**src/rtl/fupd_pkg.sv**
```systemverilog
// Shared types, constants and helpers for the file URL / path percent decoder.
// Used by fupd_step and file_url_path_percent_decoder_unit; no dependencies.
`default_nettype none

package fupd_pkg;

  localparam int unsigned SchemeLen = 7;

  localparam logic [7:0] ChSlash   = 8'h2F;
  localparam logic [7:0] ChPercent = 8'h25;
  localparam logic [7:0] CaseBit   = 8'h20;

  typedef enum logic [2:0] {
    PH_START  = 3'd0,
    PH_PREFIX = 3'd1,
    PH_HOST   = 3'd2,
    PH_PATH   = 3'd3,
    PH_REJECT = 3'd4
  } phase_t;

  typedef enum logic [1:0] {
    ESC_NONE = 2'd0,
    ESC_PCT  = 2'd1,
    ESC_DIG  = 2'd2
  } esc_t;

  typedef struct packed {
    phase_t     phase;
    logic [2:0] pos;
    esc_t       esc;
    logic [7:0] held;
  } fupd_state_t;

  typedef struct packed {
    logic [7:0] value;
    logic       is_last;
    logic       is_err;
  } res_t;

  localparam fupd_state_t StateReset = '{phase: PH_START, pos: 3'd0, esc: ESC_NONE,
                                         held: 8'd0};

  // Bytes of "file://" by position.
  function automatic logic [7:0] scheme_byte(input logic [2:0] idx);
    logic [7:0] c;
    case (idx)
      3'd0:    c = 8'h66;  // f
      3'd1:    c = 8'h69;  // i
      3'd2:    c = 8'h6C;  // l
      3'd3:    c = 8'h65;  // e
      3'd4:    c = 8'h3A;  // :
      3'd5:    c = 8'h2F;  // /
      3'd6:    c = 8'h2F;  // /
      default: c = 8'h00;
    endcase
    return c;
  endfunction

  function automatic logic is_hex(input logic [7:0] c);
    logic [7:0] lc;
    lc = c | CaseBit;
    return ((c >= 8'h30) && (c <= 8'h39)) || ((lc >= 8'h61) && (lc <= 8'h66));
  endfunction

  // Digits map straight from the low nibble; letters a..f have low nibble 1..6.
  function automatic logic [3:0] hex_nibble(input logic [7:0] c);
    logic [3:0] v;
    if (c <= 8'h39) v = c[3:0];
    else            v = c[3:0] + 4'd9;
    return v;
  endfunction

  function automatic res_t mk_res(input logic [7:0] value);
    res_t r;
    r.value   = value;
    r.is_last = 1'b0;
    r.is_err  = 1'b0;
    return r;
  endfunction

endpackage

`default_nettype wire

```
**src/rtl/fupd_step.sv**
```systemverilog
// Next-state and result logic for one input byte of the percent decoder.
// Purely combinational; depends on fupd_pkg.
`default_nettype none

module fupd_step import fupd_pkg::*; (
  input  fupd_state_t       st_i,
  input  logic [7:0]        byte_i,
  input  logic              last_i,
  output fupd_state_t       st_o,
  output logic [1:0]        cnt_o,
  output res_t [2:0]        res_o
);

  always_comb begin
    fupd_state_t s;
    logic [1:0]  n;
    res_t [2:0]  r;
    logic        do_path;
    logic        fresh;

    s       = st_i;
    n       = 2'd0;
    r       = '0;
    do_path = 1'b0;
    fresh   = 1'b0;

    unique case (st_i.phase)
      PH_START: begin
        if (byte_i == ChSlash) begin
          s.phase = PH_PATH;
          do_path = 1'b1;
        end else if (byte_i == scheme_byte(3'd0)) begin
          s.phase = PH_PREFIX;
          s.pos   = 3'd1;
        end else begin
          s.phase = PH_REJECT;
        end
      end
      PH_PREFIX: begin
        if ((st_i.pos < 3'(SchemeLen)) && (byte_i == scheme_byte(st_i.pos))) begin
          s.pos = st_i.pos + 3'd1;
          if (s.pos == 3'(SchemeLen)) s.phase = PH_HOST;
        end else begin
          s.phase = PH_REJECT;
        end
      end
      PH_HOST: begin
        if (byte_i == ChSlash) begin
          s.phase = PH_PATH;
          do_path = 1'b1;
        end
      end
      PH_PATH: do_path = 1'b1;
      default: s.phase = PH_REJECT;
    endcase

    if (do_path) begin
      case (s.esc)
        ESC_PCT: begin
          if (is_hex(byte_i)) begin
            s.held = byte_i;
            s.esc  = ESC_DIG;
          end else begin
            r[n]  = mk_res(ChPercent);
            n     = n + 2'd1;
            s.esc = ESC_NONE;
            fresh = 1'b1;
          end
        end
        ESC_DIG: begin
          if (is_hex(byte_i)) begin
            r[n]   = mk_res({hex_nibble(s.held), hex_nibble(byte_i)});
            n      = n + 2'd1;
            s.esc  = ESC_NONE;
            s.held = 8'd0;
          end else begin
            r[n]   = mk_res(ChPercent);
            n      = n + 2'd1;
            r[n]   = mk_res(s.held);
            n      = n + 2'd1;
            s.esc  = ESC_NONE;
            s.held = 8'd0;
            fresh  = 1'b1;
          end
        end
        default: fresh = 1'b1;
      endcase
      // The byte that broke an escape is a new path byte.
      if (fresh) begin
        if (byte_i == ChPercent) begin
          s.esc = ESC_PCT;
        end else begin
          r[n] = mk_res(byte_i);
          n    = n + 2'd1;
        end
      end
    end

    if (last_i) begin
      if (s.phase == PH_PATH) begin
        // Flush an unfinished escape literally.
        if (s.esc == ESC_PCT) begin
          r[n] = mk_res(ChPercent);
          n    = n + 2'd1;
        end else if (s.esc == ESC_DIG) begin
          r[n] = mk_res(ChPercent);
          n    = n + 2'd1;
          r[n] = mk_res(s.held);
          n    = n + 2'd1;
        end
        if (n != 2'd0) r[n - 2'd1].is_last = 1'b1;
      end else begin
        r            = '0;
        r[0].is_last = 1'b1;
        r[0].is_err  = 1'b1;
        n            = 2'd1;
      end
      s = StateReset;
    end

    st_o  = s;
    cnt_o = n;
    res_o = r;
  end

endmodule

`default_nettype wire

```
**src/rtl/file_url_path_percent_decoder_unit.sv**
```systemverilog
// Top level of the file URL / path percent decoder: input skid register,
// decode step and a three-entry result queue. Depends on fupd_pkg, fupd_step.
// A byte waits in the input register until the queue takes its results.
// Throughput: one byte per cycle while each byte gives at most one result
// and the output is ready; k results of one byte hold the queue until taken.
// Reset (rst_n low, synchronous) empties both registers and returns the
// decoder to "awaiting the first byte of a string".
`default_nettype none

module file_url_path_percent_decoder_unit import fupd_pkg::*; (
  input  wire logic       clk,
  input  wire logic       rst_n,
  input  wire logic       in_tvalid,
  output logic            in_tready,
  input  wire logic [7:0] in_tdata,   // [7:0] in_byte
  input  wire logic       in_tlast,   // in_last
  output logic            out_tvalid,
  input  wire logic       out_tready,
  output logic [7:0]      out_tdata,  // [7:0] out_byte
  output logic            out_tlast,  // out_last
  output logic            out_tuser   // [0] out_error
);

  // Input register: holds one request so the input side keeps moving
  // while a finished result still waits at the output.
  logic       in_vld_r;
  logic [7:0] in_byte_r;
  logic       in_last_r;

  // Decoder state, advanced once per processed byte.
  fupd_state_t st_r;
  fupd_state_t st_nxt;

  // Result queue: entry 0 is presented, the rest shift down as it drains.
  res_t [2:0] q_r;
  logic [1:0] q_cnt_r;

  logic [1:0] step_cnt;
  res_t [2:0] step_res;

  logic in_acc;
  logic out_acc;
  logic q_free;
  logic advance;

  fupd_step u_step (
    .st_i   (st_r),
    .byte_i (in_byte_r),
    .last_i (in_last_r),
    .st_o   (st_nxt),
    .cnt_o  (step_cnt),
    .res_o  (step_res)
  );

  assign out_acc = out_tvalid && out_tready;
  // The queue takes a new batch when empty or when its last entry leaves now.
  assign q_free  = (q_cnt_r == 2'd0) || ((q_cnt_r == 2'd1) && out_tready);
  assign advance = in_vld_r && q_free;

  assign in_tready = !in_vld_r || advance;
  assign in_acc    = in_tvalid && in_tready;

  // Input register: load on accept, drop once processed.
  always_ff @(posedge clk) begin
    if (!rst_n) begin
      in_vld_r <= 1'b0;
    end else if (in_acc) begin
      in_vld_r <= 1'b1;
    end else if (advance) begin
      in_vld_r <= 1'b0;
    end
  end

  always_ff @(posedge clk) begin
    if (in_acc) begin
      in_byte_r <= in_tdata;
      in_last_r <= in_tlast;
    end
  end

  // Decoder state advances with each processed byte.
  always_ff @(posedge clk) begin
    if (!rst_n) begin
      st_r <= StateReset;
    end else if (advance) begin
      st_r <= st_nxt;
    end
  end

  // Result queue count: load a batch, or count down as results leave.
  always_ff @(posedge clk) begin
    if (!rst_n) begin
      q_cnt_r <= 2'd0;
    end else if (advance) begin
      q_cnt_r <= step_cnt;
    end else if (out_acc) begin
      q_cnt_r <= q_cnt_r - 2'd1;
    end
  end

  // Result payload: load the batch, otherwise shift down on each transfer.
  always_ff @(posedge clk) begin
    if (advance) begin
      q_r <= step_res;
    end else if (out_acc) begin
      q_r[0] <= q_r[1];
      q_r[1] <= q_r[2];
    end
  end

  assign out_tvalid = (q_cnt_r != 2'd0);
  assign out_tdata  = q_r[0].value;
  assign out_tlast  = q_r[0].is_last;
  assign out_tuser  = q_r[0].is_err;

endmodule

`default_nettype wire
```
**config.mk**
```make
export PLATFORM = sky130hd
export DESIGN_NAME = file_url_path_percent_decoder_unit
export DESIGN_NICKNAME = d
export VERILOG_FILES = /design/src/rtl/fupd_pkg.sv /design/src/rtl/fupd_step.sv /design/src/rtl/file_url_path_percent_decoder_unit.sv
export SDC_FILE = /design/constraint.sdc
export NUM_CORES = 1
export LEC_CHECK = 0
export ABC_AREA = 1
export ABC_CLOCK_PERIOD_IN_PS = 3800
export BUFFER_PORTS_ARGS = -buffer_cell sky130_fd_sc_hd__buf_2
export CAP_MARGIN = 20
export CORE_ASPECT_RATIO = 0.8
export CORE_UTILIZATION = 46
export CTS_CLUSTER_SIZE = 20
export DETAILED_ROUTE_END_ITERATION = 8
export SLEW_MARGIN = 20
export SYNTH_ARGS = -nofsm -noshare
export SYNTH_HDL_FRONTEND = slang
export SYNTH_HIERARCHICAL = 1
export SYNTH_SLANG_ARGS = --single-unit
```
**constraint.sdc**
```tcl
create_clock -name clk -period 3.8 [get_ports clk]
set_input_delay 0.38 -clock clk [delete_from_list [all_inputs] [get_ports clk]]
set_output_delay 0.38 -clock clk [all_outputs]
set_load 0.02 [all_outputs]
```
==> qor.csv, run 1 <==
metric;value;unit
core_region_area;9849;µm²
root_buffer;clkbuf_16;
utilization;52.60;%
criticalPathCategory;flip-flop to flip-flop;
htree_levels;3;
antenna_cells;0;
firstDrtPassIters;5;
drt-initial-drc-count;454;
synth.area.top_cells;edfxtp_1 25%, nand2_1 16%, dfxtp_1 8.0%;
skew;7.466;ps
max_freq;283.1;MHz
synth_edf_count;39;
hold_path_end;in_byte_r[7]$_DFFE_PP_;
synth_common_cells;200 x nand2_1, 74 x inv_1, 67 x nor2_1, 52 x nand3_1, 41 x o21ai_0;
rr_worst_depth;18;
drt.antenna.violating_nets;0;
synth_xor_xnor_area_share;1.284;%
cap_viol_max_count;0;
powerDensity;600.6;nW/µm²
fin_cells;841;
total_power;3.112;mW
hpwl;10.72;mm
tightest_slew;983.3;ps
grt_max_degree;47;
r2r-end;q_r[27]$_DFFE_PP_;
grt_use_total;28.46;%
synth_seq_cells;58;
drc_errors;0;
finalSetupTns;0;ps
wirelength;14.19;mm
yosys-mux-area-fraction;0;%
grt_pass1_wl;22.85;mm
slew_headroom;34.29;%
multi_input_area;2669;µm²
vias_per_cell;5.433;
seq_area;1551;µm²
finalHoldViolations;0;
end_kind;flip-flop;
arrival;3630;ps
mappedNetlistArea;4773;µm²
hp-class;primary input to flip-flop;
via_count;4569;
portBuffers;24;
synth_warnings;6;
clock_latency;330;ps
dieArea;10790;µm²
max-clock-path-buffers;2;
synth_compound_area_share;13.39;%
clkTransAtPathRegs;50;ps
ir_drop;0.4548;mV
synth_top_family_by_area;simple AND/OR/NAND/NOR gates;
setup_viol;0;
cts_hold_buf;0;
seq_area_frac_synth;32.50;%
hold_depth;1;
status;finished clean;
placed_area;4890;µm²
yosysTopAreaCellShare;24.53;%
yosys.area_share.simple;34.99;%
r2r_slack;270;ps
synth.most_common_cell;nand2_1;
dp_cells;824;
cts_sinks;58;
reg2reg_from;in_byte_r[1]$_DFFE_PP_;
synth_adder_area_share;6.029;%
critPathMaxFanout;10;
p_leak;2.505;nW
ys.flop_type;edfxtp_1;
cts-buffers-inserted;9;
rows;32;
wl_per_cell;16.88;µm
ys_types;43;
postLayoutSetupSlackWorst;267.4;ps
place_ws;224.3;ps
worstPathRequired;3890;ps
start_util;48.46;%
hold_slack;224.1;ps
drv_slew;0;
rsz0062_at_grt;false;
fin_crit;3533;ps
worstSetupStartpointType;flip-flop;
synth_area_per_cell;6.948;µm²
area_delta_synth_final;8.545;%
syn_inst;687;
grt_overflow;0;
drive_gt1_share;14.04;%
die_h;93.11;µm
n_fill_cell;1041;
gp_congestion;0.9945;
top_level_ports;25;
fp.dieW;115.9;µm
synthArstFlopShare;0;%
layout.nets;736;
synth_top_area_cell;edfxtp_1;
grt_antenna_before_repair;0;
min_from;in_tdata[7];
fin_crit_sh;92.96;%
design_area;5181;µm²
grt_pass1_vias;4213;
cts_tree;yes;
[sequential cells by signal, summed over array words and instances (netlist names)]
signal and flops:
in_last_r 1, q_cnt_r 2, out_tlast 1, q_r 20
st_r 16, out_tdata 8, out_tuser 1, in_vld_r 1
in_byte_r 8
[area by class of cell]
cell class,count,share of cell area (%)
clock buffer,11,4.685
clock inverter,5,0.7486
inverter,91,6.641
multi-input combinational,510,51.51
sequential,58,29.94
tap,136,3.284
timing repair buffer,30,3.188
[power by group]
| part | switching [mW] | internal [mW] | total [mW] |
|---|---|---|---|
| clock network | 0.309 | 0.461 | 0.770 |
| logic | 0.931 | 0.375 | 1.31 |
| registers | 0.126 | 0.910 | 1.04 |
[metal layers]
metal  global-route usage [%]  share of wire, %  vias to the layer above
met3                    5.379               7.8                       20
met5                        0                 0                        -
li1                         -                 -                     2245
met4                    6.731               1.1                        0
met2                    41.91                42                      203
met1                    42.38                49                     2101
[logic make-up after synthesis]
kind of cell             count (synthesis)
AO/OA/AOI/OAI                          112
XOR/XNOR                                 7
adder cells (fa/ha/maj)                 23
buffers and inverters                  120
flip-flops                              58
other                                    1
AND/OR/NAND/NOR                        366
[worst max path at each step]
stage                                       from                      end  cells after the start
after global placement    in_byte_r[0]$_DFFE_PP_        q_r[27]$_DFFE_PP_                     19
final                     in_byte_r[1]$_DFFE_PP_        q_r[27]$_DFFE_PP_                     18
after detailed placement  in_byte_r[0]$_DFFE_PP_        q_r[27]$_DFFE_PP_                     19
after CTS                 in_byte_r[0]$_DFFE_PP_        q_r[27]$_DFFE_PP_                     19
after floorplan           in_byte_r[0]$_DFFE_PP_  q_cnt_r[1]$_SDFFE_PN0P_                     21
after global routing      in_byte_r[1]$_DFFE_PP_   out_tdata[3]$_DFFE_PP_                     20
[cells in the final DEF (no fill, tap or decap), drive strengths merged]
cell type	instances
nand2	219
dfxtp	19
o21bai	2
o31ai	7
a31oi	4
a21oi	21
o21ai	66
a22o	1
clkinvlp	2
inv	92
xor2	7
buf	30
a211o	1
nand4	7
edfxtp	39
a22oi	2
o211ai	6
a21o	1
clkinv	2
nand3	58
ha	23
a21boi	1
conb	2
nor3	8
nand3b	2
nor2	72
clkbuf	11
[worst max-delay path, stage by stage (launching register included)]
cell      delay (ps)
edfxtp_1         390
inv_1            210
ha_1             260
o21ai_0          100
nand2_1          110
nand3_2          140
nand2_2          240
nand2_1          140
nand2_2          160
inv_1             60
nand2_1           50
nand3_1          190
inv_1            170
ha_2             280
nand3_1          220
nor2_1           270
a21oi_1          150
nand2_1          100
inv_1             40
[timing repair]
item                                    CTS  global route
gates resized for setup                   0             1
endpoints found under the setup margin    0            19
buffers inserted                          0             1
(Power assumes the default switching activity.)
==> run 2: changes to the inputs <==
Settings changed: ABC_CLOCK_PERIOD_IN_PS 3800 to 4280.
Clock period 3.8 ns to 4.28 ns, I/O delays scaled along.
==> qor.csv, run 2 (synthesis results as in run 1) <==
metric;value;unit;change
status;finished clean;;
grt_pass1_wl;22.29;mm;-2.4%
cts_hold_buf;0;;unchanged
wl_per_cell;16.53;µm;-2.1%
arrival;3960;ps;+330 ps
hpwl;10.48;mm;-2.2%
top_register;q_r;;
end_kind;flip-flop;;
finalHoldViolations;0;;unchanged
setup_viol;0;;unchanged
drt-initial-drc-count;363;;-20%
top_level_ports;25;;unchanged
finalSetupTns;0;ps;unchanged
placed_area;4860;µm²;-0.61%
final_cell_mix;200 x nand2_1, 74 x inv_1, 67 x nor2_1;;
clock_latency;330;ps;about the same
cts_setup_buffers;0;;unchanged
cap_viol_max_count;0;;unchanged
cts_tree;yes;;
cts_sinks;58;;unchanged
htree_levels;3;;unchanged
core_region_area;9849;µm²;unchanged
hold_slack;269.9;ps;+45.84 ps
fin_cells;836;;-0.59%
multi_input_area;2666;µm²;about the same
grt_antenna_before_repair;0;;unchanged
area_delta_synth_final;7.785;%;
antenna_cells;0;;unchanged
pwr-share-comb;41.4;%;-0.6 points
p_leak;2.491;nW;-0.58%
largest_registers;q_r (20), st_r (16);;
post_cts_resized;0;;unchanged
tightest_slew;959.1;ps;-24.12 ps
ir_drop;0.5098;mV;+12%
rr_worst_depth;20;;+2
drt.antenna.violating_nets;0;;unchanged
critPathMaxFanout;22;;+12
swShare;42.72;%;-1.2 points
n_fill_cell;992;;-4.7%
wirelength;13.82;mm;-2.7%
final_common_cell;nand2_1;;
powerDensity;534.5;nW/µm²;-11%
layout.nets;731;;-0.68%
utilization;52.24;%;-0.37 points
slew_headroom;35.90;%;+1.6 points
grt_max_degree;47;;unchanged
vias_per_cell;5.327;;-2.0%
grt_overflow;0;;unchanged
die_h;93.11;µm;unchanged
fp.dieW;115.9;µm;unchanged
clkTransAtPathRegs;50;ps;about the same
portBuffers;24;;unchanged
p_sw;1.175;mW;-14%
fin_crit;3756;ps;+223.4 ps
dp_cells;820;;-0.49%
postLayoutSetupSlackWorst;524.0;ps;+256.6 ps
dieArea;10790;µm²;unchanged
place_ws;609.8;ps;+385.5 ps
p_seq_share;33.7;%;+0.4 points
drv_slew;0;;unchanged
cts-buffers-inserted;9;;unchanged
worstPathRequired;4480;ps;+590 ps
criticalPathCategory;flip-flop to flip-flop;;
seq_area;1551;µm²;unchanged
largest_register_ffs;20;;unchanged
gp_congestion;0.9740;;-2.1%
skew;8.248;ps;+0.7821 ps
drive_gt1_share;13.00;%;-1.0 points
grt_use_total;27.93;%;-0.53 points
worstSetupStartpointType;flip-flop;;
drc_errors;0;;unchanged
via_count;4453;;-2.5%
total_power;2.750;mW;-12%
max_freq;266.2;MHz;-5.9%
rows;32;;unchanged
rsz0062_at_grt;false;;
internal_power;1.575;mW;-9.8%
max-clock-path-buffers;2;;unchanged
root_buffer;clkbuf_16;;
hold_depth;1;;unchanged
hp-class;primary input to flip-flop;;
clkPwrFrac;24.9;%;+0.2 points
design_area;5145;µm²;-0.70%
fin_crit_sh;87.76;%;-5.2 points
grt_pass1_vias;4233;;+0.47%
firstDrtPassIters;6;;+1
start_util;48.46;%;unchanged
-- run 2: changes by cell type in the layout (fill, tap and decap cells not counted), sizes merged --
cell | previous run | this run
clkinvlp | 2 | 0
clkbuf | 11 | 14
buf | 30 | 25
inv | 92 | 91
-- run 2: cell type report --
class                      instances  share of cell area, %
clock inverter                     2                 0.1946
tap                              136                  3.307
clock buffer                      14                  5.350
inverter                          91                  6.688
sequential                        58                  30.16
multi-input combinational        510                  51.82
timing repair buffer              25                  2.481
-- run 2: final timing paths --
kind	from	endpoint	slack, ps
worst max-delay path	in_byte_r[0]$_DFFE_PP_	out_tdata[7]$_DFFE_PP_	520
worst min-delay path	in_tdata[2]	in_byte_r[2]$_DFFE_PP_	270
worst max register to register	in_byte_r[0]$_DFFE_PP_	out_tdata[7]$_DFFE_PP_	520
worst min register to register	q_r[29]$_DFFE_PP_	q_r[19]$_DFFE_PP_	510
-- run 2: routing by layer --
layer / track usage [%] / vias to the layer above / share of wire (%)
met4: 10.15 / 0 / 1.8
met5: 0 / - / 0
met1: 40.52 / 2028 / 51
li1: - / 2236 / -
met2: 40.77 / 168 / 41
met3: 5.314 / 21 / 7.1
-- run 2: power by group through the flow --
stage | clock (mW) | sequential, mW | combinational, mW
final | 0.686 | 0.926 | 1.14
after global routing | 0.725 | 0.946 | 1.28
after CTS | 0.703 | 0.925 | 1.13
after detailed placement | 0 | 0.935 | 1.12
after global placement | 0 | 0.928 | 1.13
after floorplan | 0 | 0.901 | 0.921
-- run 2: critical path, stage by stage, from the launching register on --
cell and delay, ps:
edfxtp_1 520, inv_1 180, ha_1 250, inv_1 50, nor2_1 30, nand3_1 100
nand3_2 170, nand2_2 380, nand2_1 150, nand2_2 130, nand3_4 170, nand2_1 110
nand2_1 130, ha_1 320, inv_1 210, o21ai_1 110, nand2_2 120, nand2_1 80
o21ai_1 240, nand2_1 90, nand2_1 70
==> run 3: changes to the inputs <==
Settings changed: ABC_CLOCK_PERIOD_IN_PS 4280 to 4000.
Clock period 4.28 ns to 4 ns, I/O delays scaled along.
==> qor.csv, run 3 (synthesis results as in run 1) <==
metric;value;unit;change
status;finished clean;;
cts_setup_buffers;0;;unchanged
grt_use_total;28.94;%;+1.0 points
criticalPathCategory;flip-flop to flip-flop;;
postLayoutSetupSlackWorst;359.0;ps;-165.0 ps
drt-initial-drc-count;429;;+18%
p_leak;2.511;nW;+0.81%
slowest_stage;edfxtp_1;;
hpwl;10.52;mm;+0.37%
top_level_ports;25;;unchanged
vias_per_cell;5.403;;+1.4%
max-clock-path-buffers;2;;unchanged
wl_per_cell;17.02;µm;+3.0%
top_register;q_r;;
tightest_slew;967.8;ps;+8.687 ps
worstPathRequired;4090;ps;-390 ps
via_count;4528;;+1.7%
max_freq;274.7;MHz;+3.2%
grt_antenna_before_repair;0;;unchanged
r2r_slack;360;ps;-170 ps
worstSetupStartpointType;flip-flop;;
grt_pass1_wl;23.09;mm;+3.6%
fin_crit_sh;91.02;%;+3.3 points
cts-buffers-inserted;9;;unchanged
drv_slew;0;;unchanged
clkTransAtPathRegs;60;ps;about the same
antenna_cells;0;;unchanged
critPathMaxFanout;7;;-68%
finalSetupTns;0;ps;unchanged
area_delta_synth_final;8.624;%;
cpPeakStageDelay;500;ps;-20 ps
layout.nets;733;;+0.27%
finalHoldViolations;0;;unchanged
post_cts_resized;0;;unchanged
cts_tree;yes;;
cp_top_family;simple AND/OR/NAND/NOR gates;;
root_buffer;clkbuf_16;;
grt_max_degree;47;;unchanged
fin_crit;3641;ps;-115.0 ps
skew;5.413;ps;-2.836 ps
timing.critical_path.buf_inv;4;;+1
cts_hold_buf;0;;unchanged
start_util;48.46;%;unchanged
die_h;93.11;µm;unchanged
drc_errors;0;;unchanged
gp_congestion;0.9539;;-2.1%
firstDrtPassIters;5;;-1
final_common_cell;nand2_1;;
setup_viol;0;;unchanged
grt_pass1_vias;4169;;-1.5%
cp_cell_sequence;inv_1 -> ha_1 -> o21ai_0 -> nand2_1 -> nand3_2 -> nand2_2 -> nand2_1 -> nand2_2 -> inv_1 -> nand2_1 -> nand3_1 -> inv_1 -> ha_1 -> nand3_1 -> nor2_1 -> a21oi_1 -> nand2_1 -> inv_1;;
arrival;3730;ps;-230 ps
dp_cells;822;;+0.24%
dieArea;10790;µm²;unchanged
drive_gt1_share;13.53;%;+0.53 points
cap_viol_max_count;0;;unchanged
end_kind;flip-flop;;
rows;32;;unchanged
fin_cells;838;;+0.24%
place_ws;502.3;ps;-107.6 ps
powerDensity;581.0;nW/µm²;+8.7%
clock_latency;340;ps;about the same
portBuffers;24;;unchanged
fp.dieW;115.9;µm;unchanged
placed_area;4875;µm²;+0.31%
rsz0062_at_grt;false;;
drt.antenna.violating_nets;0;;unchanged
hp-class;primary input to flip-flop;;
largest_register_ffs;20;;unchanged
largest_registers;q_r (20), st_r (16);;
core_region_area;9849;µm²;unchanged
wirelength;14.26;mm;+3.2%
htree_levels;3;;unchanged
cts_sinks;58;;unchanged
design_area;5185;µm²;+0.78%
grt_overflow;0;;unchanged
ir_drop;0.4467;mV;-12%
slew_headroom;35.32;%;-0.58 points
final_cell_mix;200 x nand2_1, 74 x inv_1, 67 x nor2_1;;
-- run 3: stage by stage --
step	power, mW	hold slack, ps	utilization, %
final	3.013	236.7	52.64
after global routing	3.231	227.8	52.64
after CTS	3.007	232.7	52.64
after detailed placement	2.207	502.6	49.49
after global placement	2.194	502.8	49.49
after floorplan	1.949	492.4	-
-- run 3: worst paths after layout --
check | depth (start not counted) | end | startpoint
worst min register to register | 2 | out_tdata[0]$_DFFE_PP_ | q_r[12]$_DFFE_PP_
worst max register to register | 18 | q_r[27]$_DFFE_PP_ | in_byte_r[1]$_DFFE_PP_
worst min-delay path | 1 | in_byte_r[7]$_DFFE_PP_ | in_tdata[7]
worst max-delay path | 18 | q_r[27]$_DFFE_PP_ | in_byte_r[1]$_DFFE_PP_
-- run 3: area by class of cell --
| cell class | instances | area, µm² |
|---|---|---|
| fillers | 1020 | 4664 |
| flip-flops and latches | 58 | 1551 |
| multi-input cells | 510 | 2666 |
| well taps | 136 | 170.2 |
| inverters | 91 | 344.1 |
| repair buffers | 27 | 142.6 |
| clock inverters | 3 | 17.52 |
| clock buffers | 13 | 292.8 |
-- run 3: where the power goes --
part	internal [mW]	switching (mW)	total [mW]
Sequential	0.865	0.127	0.992
Clock	0.509	0.284	0.794
Combinational	0.352	0.875	1.23
Total	1.73	1.29	3.01
-- run 3: layer usage --
metal / vias up / part of all wire [%] / wire (µm) / global-route usage, %
li1: 2249 / - / - / -
met1: 2046 / 50 / 7119 / 43.19
met2: 215 / 40 / 5772 / 41.87
met3: 18 / 8.3 / 1180 / 6.027
met4: 0 / 1.3 / 187 / 7.372
met5: - / 0 / 0 / 0
